### src/csvt_pkg.sv
`default_nettype none
package csvt_pkg;

  // command codes on the input channel
  localparam logic CMD_BYTE = 1'b0;
  localparam logic CMD_END  = 1'b1;

  // token kinds on the result channel
  localparam logic [1:0] KIND_CHAR   = 2'd0;
  localparam logic [1:0] KIND_FIELD  = 2'd1;
  localparam logic [1:0] KIND_RECORD = 2'd2;

  // special characters
  localparam logic [7:0] CH_QUOTE = 8'h22;
  localparam logic [7:0] CH_COMMA = 8'h2C;
  localparam logic [7:0] CH_LF    = 8'h0A;
  localparam logic [7:0] CH_CR    = 8'h0D;

  // parser state bits
  typedef struct packed {
    logic inside_quotes;
    logic quote_pending;
    logic skip_linefeed;
    logic field_begun;
    logic field_has_chars;
    logic record_has_fields;
  } csvt_state_t;

  // one token toward the result register
  typedef struct packed {
    logic       vld;
    logic [1:0] kind;
    logic [7:0] ch;
  } csvt_tok_t;

endpackage
`default_nettype wire

### src/csvt_parse.sv
`default_nettype none
module csvt_parse (
  input  wire logic              clk,
  input  wire logic              rst_n,
  input  wire logic              item_vld,
  input  wire logic              item_cmd,
  input  wire logic [7:0]        item_byte,
  input  wire logic              advance,
  output csvt_pkg::csvt_tok_t    tok
);

  csvt_pkg::csvt_state_t st_r;
  csvt_pkg::csvt_state_t st_nxt;
  logic                  rec_open;
  logic                  outside;

  // next state and token for the item held in the input register
  always_comb begin
    st_nxt   = st_r;
    tok      = '0;
    outside  = 1'b0;
    rec_open = st_r.record_has_fields | st_r.field_has_chars | st_r.field_begun;
    if (item_cmd == csvt_pkg::CMD_END) begin
      // end of text flushes an open record and returns to reset state
      st_nxt = '0;
      if (rec_open) begin
        tok.vld  = 1'b1;
        tok.kind = csvt_pkg::KIND_RECORD;
      end
    end else if (st_r.skip_linefeed && item_byte == csvt_pkg::CH_LF) begin
      // lf right after cr is dropped
      st_nxt.skip_linefeed = 1'b0;
    end else begin
      st_nxt.skip_linefeed = 1'b0;
      if (st_r.quote_pending) begin
        st_nxt.quote_pending = 1'b0;
        if (item_byte == csvt_pkg::CH_QUOTE) begin
          // doubled quote is one literal quote
          st_nxt.field_has_chars = 1'b1;
          tok.vld  = 1'b1;
          tok.kind = csvt_pkg::KIND_CHAR;
          tok.ch   = csvt_pkg::CH_QUOTE;
        end else begin
          st_nxt.inside_quotes = 1'b0;
          outside = 1'b1;
        end
      end else if (st_r.inside_quotes) begin
        if (item_byte == csvt_pkg::CH_QUOTE) begin
          st_nxt.quote_pending = 1'b1;
        end else begin
          st_nxt.field_has_chars = 1'b1;
          tok.vld  = 1'b1;
          tok.kind = csvt_pkg::KIND_CHAR;
          tok.ch   = item_byte;
        end
      end else begin
        outside = 1'b1;
      end

      // byte handling outside quotes
      if (outside) begin
        if (item_byte == csvt_pkg::CH_QUOTE) begin
          st_nxt.inside_quotes = 1'b1;
          st_nxt.field_begun   = 1'b1;
        end else if (item_byte == csvt_pkg::CH_COMMA) begin
          st_nxt.field_begun       = 1'b0;
          st_nxt.field_has_chars   = 1'b0;
          st_nxt.record_has_fields = 1'b1;
          tok.vld  = 1'b1;
          tok.kind = csvt_pkg::KIND_FIELD;
        end else if (item_byte == csvt_pkg::CH_LF || item_byte == csvt_pkg::CH_CR) begin
          if (item_byte == csvt_pkg::CH_CR) begin
            st_nxt.skip_linefeed = 1'b1;
          end
          if (rec_open) begin
            st_nxt.field_begun       = 1'b0;
            st_nxt.field_has_chars   = 1'b0;
            st_nxt.record_has_fields = 1'b0;
            tok.vld  = 1'b1;
            tok.kind = csvt_pkg::KIND_RECORD;
          end
        end else begin
          st_nxt.field_begun     = 1'b1;
          st_nxt.field_has_chars = 1'b1;
          tok.vld  = 1'b1;
          tok.kind = csvt_pkg::KIND_CHAR;
          tok.ch   = item_byte;
        end
      end
    end
    // nothing to process means no token
    if (!item_vld) begin
      tok.vld = 1'b0;
    end
  end

  // state register, updated when the held item is consumed
  always_ff @(posedge clk) begin
    if (!rst_n) begin
      st_r <= '0;
    end else if (advance) begin
      st_r <= st_nxt;
    end
  end

endmodule
`default_nettype wire

### src/csvt_out_reg.sv
`default_nettype none
module csvt_out_reg (
  input  wire logic              clk,
  input  wire logic              rst_n,
  input  wire logic              load,
  input  csvt_pkg::csvt_tok_t    tok,
  output logic                   free,
  output logic                   out_tvalid,
  input  wire logic              out_tready,
  output logic [7:0]             out_tdata,
  output logic [1:0]             out_tuser
);

  logic       vld_r;
  logic       vld_nxt;
  logic [7:0] ch_r;
  logic [1:0] kind_r;

  // slot can take a token when empty or draining this cycle
  assign free    = !vld_r || out_tready;
  assign vld_nxt = load || (vld_r && !out_tready);

  // valid flag
  always_ff @(posedge clk) begin
    if (!rst_n) begin
      vld_r <= 1'b0;
    end else begin
      vld_r <= vld_nxt;
    end
  end

  // payload
  always_ff @(posedge clk) begin
    if (load) begin
      ch_r   <= tok.ch;
      kind_r <= tok.kind;
    end
  end

  assign out_tvalid = vld_r;
  assign out_tdata  = ch_r;
  assign out_tuser  = kind_r;

endmodule
`default_nettype wire

### src/csv_field_tokenizer_core.sv
// csv field tokenizer: splits csv text into field characters and field and
// record end marks (quoted fields, doubled quotes, cr / lf / crlf endings).
// input channel in_*: in_tdata is one text byte, in_tuser[0] is the command
// (0 text byte, 1 end of text, which flushes an open record and resets the
// parser state).
// result channel out_*: out_tdata is the character (zero for marks),
// out_tuser is the token kind (0 char, 1 end of field, 2 end of record).
// each input transaction gives zero or one result transaction.
// out_tvalid is registered: an item passes the input register, then the
// result register, before its result transaction.
// throughput: one transaction per cycle while the receiver does not stall,
// set by the combinational decision logic between the input register and
// the result register.
// when the receiver stalls the result register holds, and the input
// register keeps taking an item only if the held item gives no result or
// the result register is empty; otherwise in_tready falls.
// reset (rst_n low, synchronous) empties both registers and clears all
// parser state.
`default_nettype none
module csv_field_tokenizer_core (
  input  wire logic       clk,
  input  wire logic       rst_n,
  input  wire logic       in_tvalid,
  output logic            in_tready,
  input  wire logic [7:0] in_tdata,   // [7:0] byte_value
  input  wire logic [0:0] in_tuser,   // [0] command
  output logic            out_tvalid,
  input  wire logic       out_tready,
  output logic [7:0]      out_tdata,  // [7:0] char_value
  output logic [1:0]      out_tuser   // [1:0] token_kind
);

  logic                s1_vld_r;
  logic                s1_cmd_r;
  logic [7:0]          s1_byte_r;
  logic                consume;
  logic                out_free;
  csvt_pkg::csvt_tok_t tok;

  // held item leaves when it gives nothing or the result slot has room
  assign consume   = s1_vld_r && (!tok.vld || out_free);
  assign in_tready = !s1_vld_r || consume;

  // input register valid
  always_ff @(posedge clk) begin
    if (!rst_n) begin
      s1_vld_r <= 1'b0;
    end else if (in_tready) begin
      s1_vld_r <= in_tvalid;
    end
  end

  // input register payload
  always_ff @(posedge clk) begin
    if (in_tready && in_tvalid) begin
      s1_cmd_r  <= in_tuser[0];
      s1_byte_r <= in_tdata;
    end
  end

  // parser state and decision logic
  csvt_parse u_parse (
    .clk       (clk),
    .rst_n     (rst_n),
    .item_vld  (s1_vld_r),
    .item_cmd  (s1_cmd_r),
    .item_byte (s1_byte_r),
    .advance   (consume),
    .tok       (tok)
  );

  // result register
  csvt_out_reg u_out (
    .clk        (clk),
    .rst_n      (rst_n),
    .load       (consume && tok.vld),
    .tok        (tok),
    .free       (out_free),
    .out_tvalid (out_tvalid),
    .out_tready (out_tready),
    .out_tdata  (out_tdata),
    .out_tuser  (out_tuser)
  );

endmodule
`default_nettype wire
### config.mk
export PLATFORM = sky130hd
export DESIGN_NAME = csv_field_tokenizer_core
export DESIGN_NICKNAME = d
export VERILOG_FILES = /design/src/csvt_pkg.sv /design/src/csvt_parse.sv /design/src/csvt_out_reg.sv /design/src/csv_field_tokenizer_core.sv
export SDC_FILE = /design/constraint.sdc
export NUM_CORES = 1
export LEC_CHECK = 0
export ABC_AREA = 1
export BUFFER_PORTS_ARGS = -buffer_cell sky130_fd_sc_hd__buf_4
export CAP_MARGIN = 5
export CORE_UTILIZATION = 50
export DETAILED_ROUTE_END_ITERATION = 12
export GPL_TIMING_DRIVEN = 0
export PLACE_DENSITY = 0.74
export SYNTH_ARGS = -nofsm -noshare
export SYNTH_HDL_FRONTEND = slang
export SYNTH_SLANG_ARGS = --single-unit
### constraint.sdc
create_clock -name clk -period 2.8 [get_ports clk]
set_input_delay 0.14 -clock clk [delete_from_list [all_inputs] [get_ports clk]]
set_output_delay 0.14 -clock clk [all_outputs]
set_load 0.03 [all_outputs]
## Yosys cells after proc, flatten, opt, wreduce, memory -nomap -nowiden

Index checks and enable logic that the tools add are counted.

| storage, ports and cells | value |
|---|---|
| word-level logic and storage cells | 90 |
| output and inout bits | 12 |
| register bits | 27 |
| bits of input ports | 13 |

| operators by class | value |
|---|---|
| muxes and demuxes | 48 |
| equal/unequal tests | 7 |
| bitwise gates (word level) | 2 |
| reductions and logical operators | 21 |

Operator list:

| cell | count |
|---|---|
| $mux 11 | 7 |
| $mux 1 | 26 |
| $mux 3 | 8 |
| $eq 8x4->1 const B | 2 |
| $eq 8x6->1 const B | 2 |
| $mux 8 | 2 |
| $mux 2 | 3 |
| $mux 6 | 1 |
| $reduce_and 6->1 | 1 |
| $reduce_bool 3->1 | 2 |
| $logic_and 1x1->1 | 5 |
| $logic_or 1x1->1 | 5 |
| $ne 5x2->1 const B | 1 |
| $logic_not 1->1 | 4 |
| $mux 4 | 1 |
| $ne 2x2->1 const B | 2 |
| $reduce_and 4->1 | 1 |
| $or 1x1->1 | 2 |
| $reduce_and 2->1 | 1 |
| $reduce_bool 2->1 | 1 |
| $reduce_or 2->1 | 1 |

## Depth between registers and ports, before layout

Gate-level depths: netlist (run 1).

| depth | value |
|---|---|
| word-level depth | 17 |
| mapped depth | 15 |
| mapped depth without buffers | 14 |

## Modules after synthesis

Synthesis (run 1) repeated with hierarchy kept, for this count alone.

| second synthesis, totals | value |
|---|---|
| cell total of the unflattened synthesis | 151 |
| area total of the unflattened synthesis | 1,331.3 um^2 |

By module, submodules not included:

| module | area an instance (um^2) | seq. area each (um^2) | times used | cells an instance |
|---|---|---|---|---|
| csvt_parse | 640.6 | 120.1 | 1 | 115 |
| csvt_out_reg | 346.6 | 320.3 | 1 | 16 |
| csv_field_tokenizer_core | 344.1 | 290.3 | 1 | 20 |

## Worst setup path after synthesis (run 1)

No wires, ideal clock.

| path | value |
|---|---|
| path type | register -> register |
| start point | reg s1_byte_r[0] |
| end point | reg u_out.ch_r[0] (netlist: u_out.out_tdata[0]), enable pin |
| data required time | 2,422 ps |
| setup slack | 779 ps |
| setup time | 378 ps |
| buffers on the path | 0 |
| cell stages (with the launch flop) | 12 |
| period minus slack after synthesis | 2,021 ps |
| arrival | 1,643 ps |
| cells stage by stage | edfxtp_1 -> inv_2 -> nand2_2 -> nor2_2 -> nand3_1 -> nand2_1 -> inv_2 -> nand2_1 -> nand2_1 -> nand2_2 -> nand2_1 -> nor2_1 |

| between the ends | value |
|---|---|
| longest elaborated chain between the ends | 16 |
| elaborated cells on any way between the ends | 26 |
| classes of those cells | eq/ne: 4; mux: 16; reduce/logical: 6 |

RTL lines:

| item | RTL line | text |
|---|---|---|
| start: declaration | csv_field_tokenizer_core.sv:35 | `logic [7:0] s1_byte_r;` |
| start signal: assignment | csv_field_tokenizer_core.sv:57 | `s1_byte_r <= in_tdata;` |
| $eq 8x6->1 | csvt_parse.sv:37, csvt_parse.sv:48, csvt_parse.sv:62 |  |
| $mux 11 | csvt_parse.sv:48 | `if (item_byte == csvt_pkg::CH_QUOTE) begin` |
| $mux 11 | csvt_parse.sv:47 | `end else if (st_r.inside_quotes) begin` |
| $mux 11 | csvt_parse.sv:35 | `if (st_r.quote_pending) begin` |
| $mux 3 | csvt_parse.sv:75 | `if (rec_open) begin` |
| $mux 3 | csvt_parse.sv:71 | `end else if (item_byte == csvt_pkg::CH_LF \|\| item_byte == csvt_pkg::CH_CR) begin` |
| $mux 3 | csvt_parse.sv:65 | `end else if (item_byte == csvt_pkg::CH_COMMA) begin` |
| $mux 11 | csvt_parse.sv:62 | `if (item_byte == csvt_pkg::CH_QUOTE) begin` |
| $mux 11 | csvt_parse.sv:61 | `if (outside) begin` |
| $mux 11 (*) | csvt_parse.sv:30 | `end else if (st_r.skip_linefeed && item_byte == csvt_pkg::CH_LF) begin` |
| $mux 3 (*) | csvt_parse.sv:23 | `if (item_cmd == csvt_pkg::CMD_END) begin` |
| $mux 1 (*) | csvt_parse.sv:92 | `if (!item_vld) begin` |
| $logic_not 1->1 | csv_field_tokenizer_core.sv:41 | `assign consume = s1_vld_r && (!tok.vld \|\| out_free);` |
| $logic_or 1x1->1 | csv_field_tokenizer_core.sv:41 |  |
| $logic_and 1x1->1 | csv_field_tokenizer_core.sv:41 |  |
| $logic_and 1x1->1 (*) | csv_field_tokenizer_core.sv:76 | `.load (consume && tok.vld),` |
| net u_out.load | csvt_out_reg.sv:5 | `input wire logic load,` |
| end signal: assignment | csvt_out_reg.sv:35 | `ch_r <= tok.ch;` |
| end: declaration | csvt_out_reg.sv:16 | `logic [7:0] ch_r;` |

Mark *: on every way through the listed nets, which the timed path passes. The rest lies on a longest branch. The select of a mux whose other input is x is not followed.
A chain may end at the register's enable or synchronous reset.

## Worst setup path after layout (run 1)

| path | value |
|---|---|
| start point | reg s1_byte_r[0] |
| end point | reg u_out.ch_r[4] (netlist: u_out.out_tdata[4]), enable pin |

The elaborated chain is that of the path after synthesis.

==> reports/metrics.cfg, run 1 <==
[pwr]
peakVddDrop_mv = 0.3941
p_per_area_nw_per_um2 = 464.9
leakage_nw = 0.7144

[die]
dieHeight_um = 52.30
core_area_um2 = 2297
ioPinCount = 25
die_x_um = 52.30
dieArea_um2 = 2735
row_count = 17
initial_core_util = 0.5507

[setup_path]
worst-endpoint-arrival_ps = 2360
required_ps = 2770
path_common_cell = nand2_1
cpPeakStageDelay_ps = 680
cp_max_fo = 11
crit_path_top_delay_cell = nor2_1
cp-end-kind = flop
critPathLaunchType = flop
r2r_slack_ps = 410
critical_path_class = flop to flop
path_cells = inv_2 > nand2_2 > nor2_2 > nand3_1 > nand2_1 > inv_2 > nand2_1 > nand2_1 > nand2_2 > nand2_1 > nor2_1

[final_layout]
drive_gt1_frac = 0.2473
area_growth_pct = 26.21
fill_cells = 189
postLayoutCellArea_um2 = 1597
diodes = 0
nets = 196
layout_commonest_cell = nand2_1
stdcell_count = 210
layout_common_cells = 30 x nand2_1, 24 x buf_4, 20 x inv_1, 19 x nor2_1, 19 x edfxtp_1

[hold_path]
hp-class = input pin to flop

[global_route]
grt_max_degree = 15
overflow = 0
grt_first_pass_wirelength_um = 4029
grt_pass1_vias = 950
grt_usage = 0.2072
antenna_found_initial = 0

[placed_design]
numPortBuffers = 24
dpl_cell_area_um2 = 1480
dp_slack_ps = 436.5
dp.cells = 197
gp_congestion = 0.9616
hpwl_um = 1732

[route]
drc_errors = 0
final_antenna_net_count = 0
drt_pass1_iterations = 4
routed_wirelength_um = 2378
drt_iter0_markers = 18
vias = 1038
avgViaCountPerCell = 4.943
wl_per_cell_um = 11.32

[clock_tree]
clk_pin_slew_worst_paths_ps = 140
clock_latency_ps = 330
numCtsBuffers = 3
cts_resized = 0
root_buffer = clkbuf_4
cts_buffer_depth = 2
clock_sinks = 27
h-tree-depth = 1
cts_tree = yes

[synth]
synth_area_um2 = 1265
yosys_register_bits = 27
ys_warn_count = 0
seq_area_frac_synth = 0.5776
synthCells = 145
avgSynthCellArea_um2 = 8.724
yosysUniqueCellTypes = 19
synthesis.nets = 158

[job]
drv_cap = 0

[timing]
hold_viol_final = 0
tns_ps = 0
slew_headroom = 0.3901
fin_crit_ps = 2395
rsz0062_at_grt = false
fmax_mhz = 417.6
setup_violations = 0
worst_pin_slew_ps = 911.5
worst_slack_ps = 405.1
slew_violations = 0
fin_crit_sh = 0.8553
fin_skew_ps = 7.094
holdWs_ps = 53.48

[status]
status = finished clean

==> where the power goes <==
part | switching, mW | internal, mW
sequential | 0.0117 | 0.451
clock | 0.113 | 0.0559
combinational | 0.0640 | 0.0467
==> layer usage <==
metal / wire (µm) / GRT usage / vias up
li1: - / - / 538
met1: 1077 / 0.2443 / 467
met2: 1182 / 0.3671 / 28
met3: 83 / 0.03768 / 5
met4: 36 / 0.08333 / 0
met5: 0 / 0 / -
==> cell usage after synthesis, drive strengths merged <==
| master | instances | share of area |
|---|---|---|
| buf | 1 | 0.0089 |
| o21ai | 4 | 0.016 |
| nor2 | 23 | 0.080 |
| o31ai | 1 | 0.0059 |
| nand2 | 36 | 0.12 |
| nand3 | 10 | 0.044 |
| nor3 | 5 | 0.020 |
| nand4 | 1 | 0.0049 |
| edfxtp | 19 | 0.45 |
| a21oi | 12 | 0.050 |
| dfxtp | 8 | 0.13 |
| inv | 25 | 0.074 |
==> worst max-delay path, delay by kind of cell, from the launching register on <==
| kind | cells | cell delay (ps) |
|---|---|---|
| DFF | 1 | 450 |
| and+or+nand+nor | 9 | 1440 |
| buffers and inverters | 2 | 150 |
==> logic make-up (layout without fill, tap and decap cells) <==
| family | Yosys count | in the layout | synth area share |
|---|---|---|---|
| AO/OA/AOI/OAI | 17 | 17 | 0.07220 |
| flip-flops | 27 | 27 | 0.5776 |
| buffers and inverters | 26 | 63 | 0.08309 |
| AND/OR/NAND/NOR | 75 | 75 | 0.2671 |
==> worst paths after layout <==
kind                                 startpoint                 end  depth (start not counted)
worst max-delay path               s1_byte_r[0]  u_out.out_tdata[4]                         11
worst min-delay path                      rst_n     u_parse.st_r[4]                          3
worst max register to register     s1_byte_r[0]  u_out.out_tdata[4]                         11
worst min register to register  u_parse.st_r[1]     u_parse.st_r[1]                          2
==> stage by stage <==
| stage | total power [mW] | utilization |
|---|---|---|
| final | 0.7422 | 0.6950 |
| after global routing | 0.7688 | 0.6950 |
| after CTS | 0.7426 | 0.6950 |
| after detailed placement | 0.5718 | 0.6443 |
| after global placement | 0.5672 | 0.6443 |
| after floorplan | 0.5351 | - |
==> what timing repair did <==
| item | CTS | global route |
|---|---|---|
| endpoints found under the hold margin | 9 | 0 |
| buffers inserted | 0 | 0 |
| setup endpoints to repair | 0 | 0 |
| hold buffers | 9 | 0 |
==> state kept, by name, summed over array words and instances (netlist names) <==
name              cells
s1_cmd_r              1
s1_vld_r              1
u_out.out_tuser       2
u_out.out_tdata       8
u_out.out_tvalid      1
u_parse.st_r          6
s1_byte_r             8
==> cell type report <==
| cell class | instances | area, µm² | share of cell area |
|---|---|---|---|
| Buffer | 1 | 11.26 | 0.007053 |
| Tap cell | 28 | 35.03 | 0.02194 |
| Inverter | 25 | 93.84 | 0.05878 |
| Timing Repair Buffer | 33 | 270.3 | 0.1693 |
| Multi-Input combinational cell | 92 | 429.2 | 0.2688 |
| Sequential cell | 27 | 730.7 | 0.4577 |
| Clock buffer | 4 | 26.28 | 0.01646 |
No activity file was read; power rests on OpenSTA's default activity.
==> run 2: changes to the inputs <==
- ABC_AREA: 1 -> not set
- CTS_BUF_LIST: not set -> sky130_fd_sc_hd__clkbuf_8
==> reports/metrics.cfg, run 2 <==
[status]
status = finished clean

[die]
dieArea_um2 = 2984
row_count = 18
ioPinCount = 25
core_area_um2 = 2545
dieHeight_um = 54.63
die_x_um = 54.63
initial_core_util = 0.5442

[route]
final_antenna_net_count = 0
routed_wirelength_um = 2763
avgViaCountPerCell = 6.351
wl_per_cell_um = 15.88
drt_pass1_iterations = 4
drc_errors = 0
vias = 1105
drt_iter0_markers = 40

[synth]
synth_compound_area_frac = 0.2294
synth_edf_count = 19
yosysTopAreaCell = edfxtp_1
yosysUniqueCellTypes = 51
synth_top_flop_cell = edfxtp_1
post-synth-top-count-cell = edfxtp_1
avgSynthCellArea_um2 = 11.84
yosys_register_bits = 27
synthCells = 117
synth_top_family_by_area = compound AO/OA/AOI/OAI gates
synth_top_area_frac = 0.4119
synth_common_cells = 19 x edfxtp_1, 8 x dfxtp_1, 8 x o21ai_0
synthAdderAreaFrac = 0
synthesis.nets = 130
seq_area_frac_synth = 0.5276
synthMuxAreaShare = 0
synth_area_um2 = 1385
synthSimpleGateAreaFrac = 0.2240
post_synth_xor_area_fraction = 0
synthTopCellsByArea = edfxtp_1 41%, dfxtp_1 12%, nor2b_1 3.2%, o21ai_0 2.9%, nor3_1 2.2%
synth-async-reset-ratio = 0
ys_warn_count = 0

[clock_tree]
cts_buffer_depth = 2
cts_tree = yes
clk_pin_slew_worst_paths_ps = 90
clock_sinks = 27
clock_latency_ps = 270
h-tree-depth = 1
root_buffer = clkbuf_8
numCtsBuffers = 3

[pwr]
peakVddDrop_mv = 0.3494
p_per_area_nw_per_um2 = 464.3
leakage_nw = 0.5621

[timing]
setup_violations = 0
slew_headroom = 0.5883
rsz0062_at_grt = false
tns_ps = 0
fmax_mhz = 373.8
worst_slack_ps = 124.6
hold_viol_final = 0
fin_crit_sh = 0.9555
slew_violations = 0
fin_crit_ps = 2675
fin_skew_ps = 3.973
worst_pin_slew_ps = 601.9

[hold_path]
hp-class = input pin to flop
worstHoldStart = in_tdata[5]
hold_depth = 1

[global_route]
grt_pass1_vias = 1026
grt_first_pass_wirelength_um = 4547
grt_max_degree = 16
overflow = 0
grt_usage = 0.2171
antenna_found_initial = 0

[final_layout]
post-route-util = 0.6470
final-seq-area_um2 = 730.7
diodes = 0
nets = 158
fill_cells = 210
layout_common_cells = 23 x buf_4, 19 x edfxtp_1, 8 x o21ai_0, 8 x dfxtp_1
layout_commonest_cell = buf_4
multi_input_area_um2 = 633.1
area_growth_pct = 18.88
drive_gt1_frac = 0.2708

[placed_design]
numPortBuffers = 23
gp_congestion = 0.9748
hpwl_um = 2095
dp_slack_ps = -73.42

[setup_path]
r2r-start = s1_byte_r[2]
worst-endpoint-arrival_ps = 2600
r2r_cells = 5
critPathLaunchType = flop
cp_max_fo = 9
cp-end-kind = flop
critical_path_class = flop to flop
worstSetupStartpoint = s1_byte_r[2]
required_ps = 2730

[job]
drv_cap = 0

## run 2: layout make-up
class	instances	share of cell area
flip-flops and latches	27	0.4438
multi-input cells	85	0.3845
repair buffers	23	0.1049
clock buffers	3	0.02508
well taps	30	0.02280
plain buffers	3	0.01140
inverters	2	0.004559
clock inverters	1	0.003040
## run 2: metrics by stage
step / hold WS (ps) / cell area (µm²) / instances / power, mW
after floorplan: 238.9 / 1385 / 117 / 0.5214
after global placement: 318.1 / 1595 / 170 / 0.5521
after detailed placement: 319.4 / 1595 / 170 / 0.5553
after CTS: 37.92 / 1647 / 174 / 0.7683
after global routing: 23.74 / 1647 / 174 / 0.7958
final: 39.44 / 1647 / 174 / 0.7646
## run 2: power breakdown
part	internal, mW	switching (mW)
Clock	0.0995	0.117
Sequential	0.445	0.0147
Combinational	0.0388	0.0492
Total	0.584	0.181
## run 2: path summary, 6_finish.rpt
check,slack (ps),to
max reg2reg,120,s1_cmd_r
min,40,s1_byte_r[5]
min reg2reg,520,u_parse.st_r[0]
max,120,s1_cmd_r
## run 2: critical path, stage by stage, from the launching register on
cell and delay [ps]:
edfxtp_1 500, or4b_1 710, or3_4 420, o211ai_1 170, a21oi_2 130, nor2b_2 410
## run 2: cell families (layout without fill, tap and decap cells)
family / count (synthesis) / after routing
buffers and inverters: 5 / 32
AND/OR/NAND/NOR: 46 / 46
AO/OA/AOI/OAI: 39 / 39
flip-flops: 27 / 27
## run 2: timing repair
| item | 4_1_cts | 5_1_grt |
|---|---|---|
| setup endpoints to repair | 19 | 0 |
| hold buffers | 0 | 0 |
| buffers inserted | 0 | 0 |
| gates resized for setup | 2 | 0 |
## run 2: layer usage
metal | vias to the layer above | wire length (µm) | share of wire | GRT usage
met5 | - | 0 | 0 | 0
met1 | 524 | 1219 | 0.44 | 0.2820
met3 | 6 | 131 | 0.047 | 0.04167
met2 | 46 | 1373 | 0.50 | 0.3454
li1 | 529 | - | - | -
met4 | 0 | 39 | 0.014 | 0.09829
==> run 3: changes to the inputs <==
- CELL_PAD_IN_SITES_DETAIL_PLACEMENT: not set -> 0
- CELL_PAD_IN_SITES_GLOBAL_PLACEMENT: not set -> 1
- CORE_UTILIZATION: 50 -> 45
- CTS_CLUSTER_SIZE: not set -> 40
- PLACE_DENSITY: 0.74 -> 0.82
==> reports/metrics.cfg, run 3 (synthesized netlist as in run 2, its figures left out) <==
[status]
status = finished with violations
violations = DRC

[pwr]
p_clk_frac = 0.292
p_seq_frac = 0.595
p_switching_mw = 0.1864
pwr-share-comb = 0.114
leakage_nw = 0.5584
p_sw_frac = 0.2417
p_int_mw = 0.5848
peakVddDrop_mv = 0.2433
p_per_area_nw_per_um2 = 467.3

[route]
drt_iter0_markers = 36
route.met3.wl_um = 214
wl_per_cell_um = 15.10
dr_wl_met2_um = 1233
avgViaCountPerCell = 6.200
vias = 1085
met1_length_um = 1153
final_antenna_net_count = 0
routed_wirelength_um = 2643
drc_errors = 3
top_layer = met4
drt_pass1_iterations = 8

[final_layout]
diodes = 0
post-route-util = 0.5834
postLayoutCellArea_um2 = 1650
drive_gt1_frac = 0.2708
layout_common_cells = 23 x buf_4, 19 x edfxtp_1, 8 x o21ai_0, 8 x dfxtp_1
area_growth_pct = 19.15
nets = 158
layout_commonest_cell = buf_4

[timing]
worst_pin_slew_ps = 663.9
fin_crit_ps = 2589
fin_skew_ps = 2.980
tns_ps = 0
worst_slack_ps = 210.8
setup_violations = 0
slew_headroom = 0.5459
rsz0062_at_grt = false
fin_crit_sh = 0.9247
hold_viol_final = 0
fmax_mhz = 386.2
slew_violations = 0

[die]
ioPinCount = 25
row_count = 19
die_x_um = 57.48
core_area_um2 = 2829
initial_core_util = 0.4896
dieHeight_um = 57.48
dieArea_um2 = 3304

[clock_tree]
root_buffer = clkbuf_8
clock_latency_ps = 270
cts_hold_buf = 0
h-tree-depth = 1
clk_pin_slew_worst_paths_ps = 90
numCtsBuffers = 3
cts_tree = yes
clock_sinks = 27
postCtsSetupBuffers = 0
cts_buffer_depth = 2

[setup_path]
critPathLaunchType = flop
critPathTopFamily = simple AND/OR/NAND/NOR gates
cp_max_fo = 9
worst-endpoint-arrival_ps = 2520
path_buf_inv = 0
cp-end-kind = flop
critical_path_class = flop to flop
crit_path_top_delay_cell = or4b_1
path_cells = or4b_1 > or3_4 > o211ai_1 > a21oi_2 > nor2b_2
cpPeakStageDelay_ps = 700
required_ps = 2730

[global_route]
grt_usage = 0.1772
antenna_found_initial = 0
grt_max_degree = 17
grt_pass1_vias = 1028
grt_first_pass_wirelength_um = 4471
overflow = 0

[placed_design]
gp_congestion = 0.9300
hpwl_um = 1993
dp_slack_ps = -30.25
numPortBuffers = 23
dpl_cell_area_um2 = 1597

[job]
drv_cap = 0

[hold_path]
hp-class = input pin to flop

run 3: cell types whose count changed in the layout (fill, tap and decap cells not counted):
cell	before	now
clkinv_2	1	0
clkinvlp_4	0	1
run 3: metrics by stage:
stage                     instances  total power, mW  hold slack [ps]
after floorplan                 117           0.5214            238.9
after global routing            175           0.8034            21.12
after detailed placement        171           0.5546            319.3
final                           175           0.7713            39.02
after global placement          171           0.5528            317.8
after CTS                       175           0.7744            34.27
run 3: cell type report:
| cell class | instances | area, µm² |
|---|---|---|
| well taps | 31 | 38.79 |
| repair buffers | 23 | 172.7 |
| flip-flops and latches | 27 | 730.7 |
| multi-input cells | 85 | 633.1 |
| clock inverters | 1 | 7.507 |
| plain buffers | 3 | 18.77 |
| fillers | 251 | 1179 |
| clock buffers | 3 | 41.29 |
| inverters | 2 | 7.507 |
run 3: power groups by stage:
stage               Sequential (mW)  Clock [mW]  Combinational, mW
detailed placement            0.468           0             0.0867
global placement              0.467           0             0.0856
floorplan                     0.475           0             0.0463
CTS                           0.458       0.228             0.0878
finish                        0.459       0.225             0.0877
global route                  0.461       0.247             0.0952
run 3: worst reg2reg max path: cells and delay by family, from the launching register on:
family / cells / cell delay [ps]
and+or+nand+nor: 3 / 1520
DFF: 1 / 480
AOI/OAI and AO/OA: 2 / 260
run 3: worst paths after layout:
kind,startpoint,end,slack (ps),depth (start not counted)
worst max-delay path,s1_byte_r[2],s1_byte_r[7],210,5
worst min-delay path,in_tdata[0],s1_byte_r[0],40,1
worst max register to register,s1_byte_r[2],s1_byte_r[7],210,5
worst min register to register,s1_vld_r,u_parse.st_r[0],520,2
run 3: timing repair:
item	4_1_cts	5_1_grt
hold endpoints to repair	0	0
setup endpoints to repair	19	0
resized for setup	2	0
run 3: layer usage:
layer  track usage  vias to the layer above
li1              -                      528
met2        0.2824                       53
met5             0                        -
met3       0.02268                        5
met4       0.08014                        0
met1        0.2412                      499
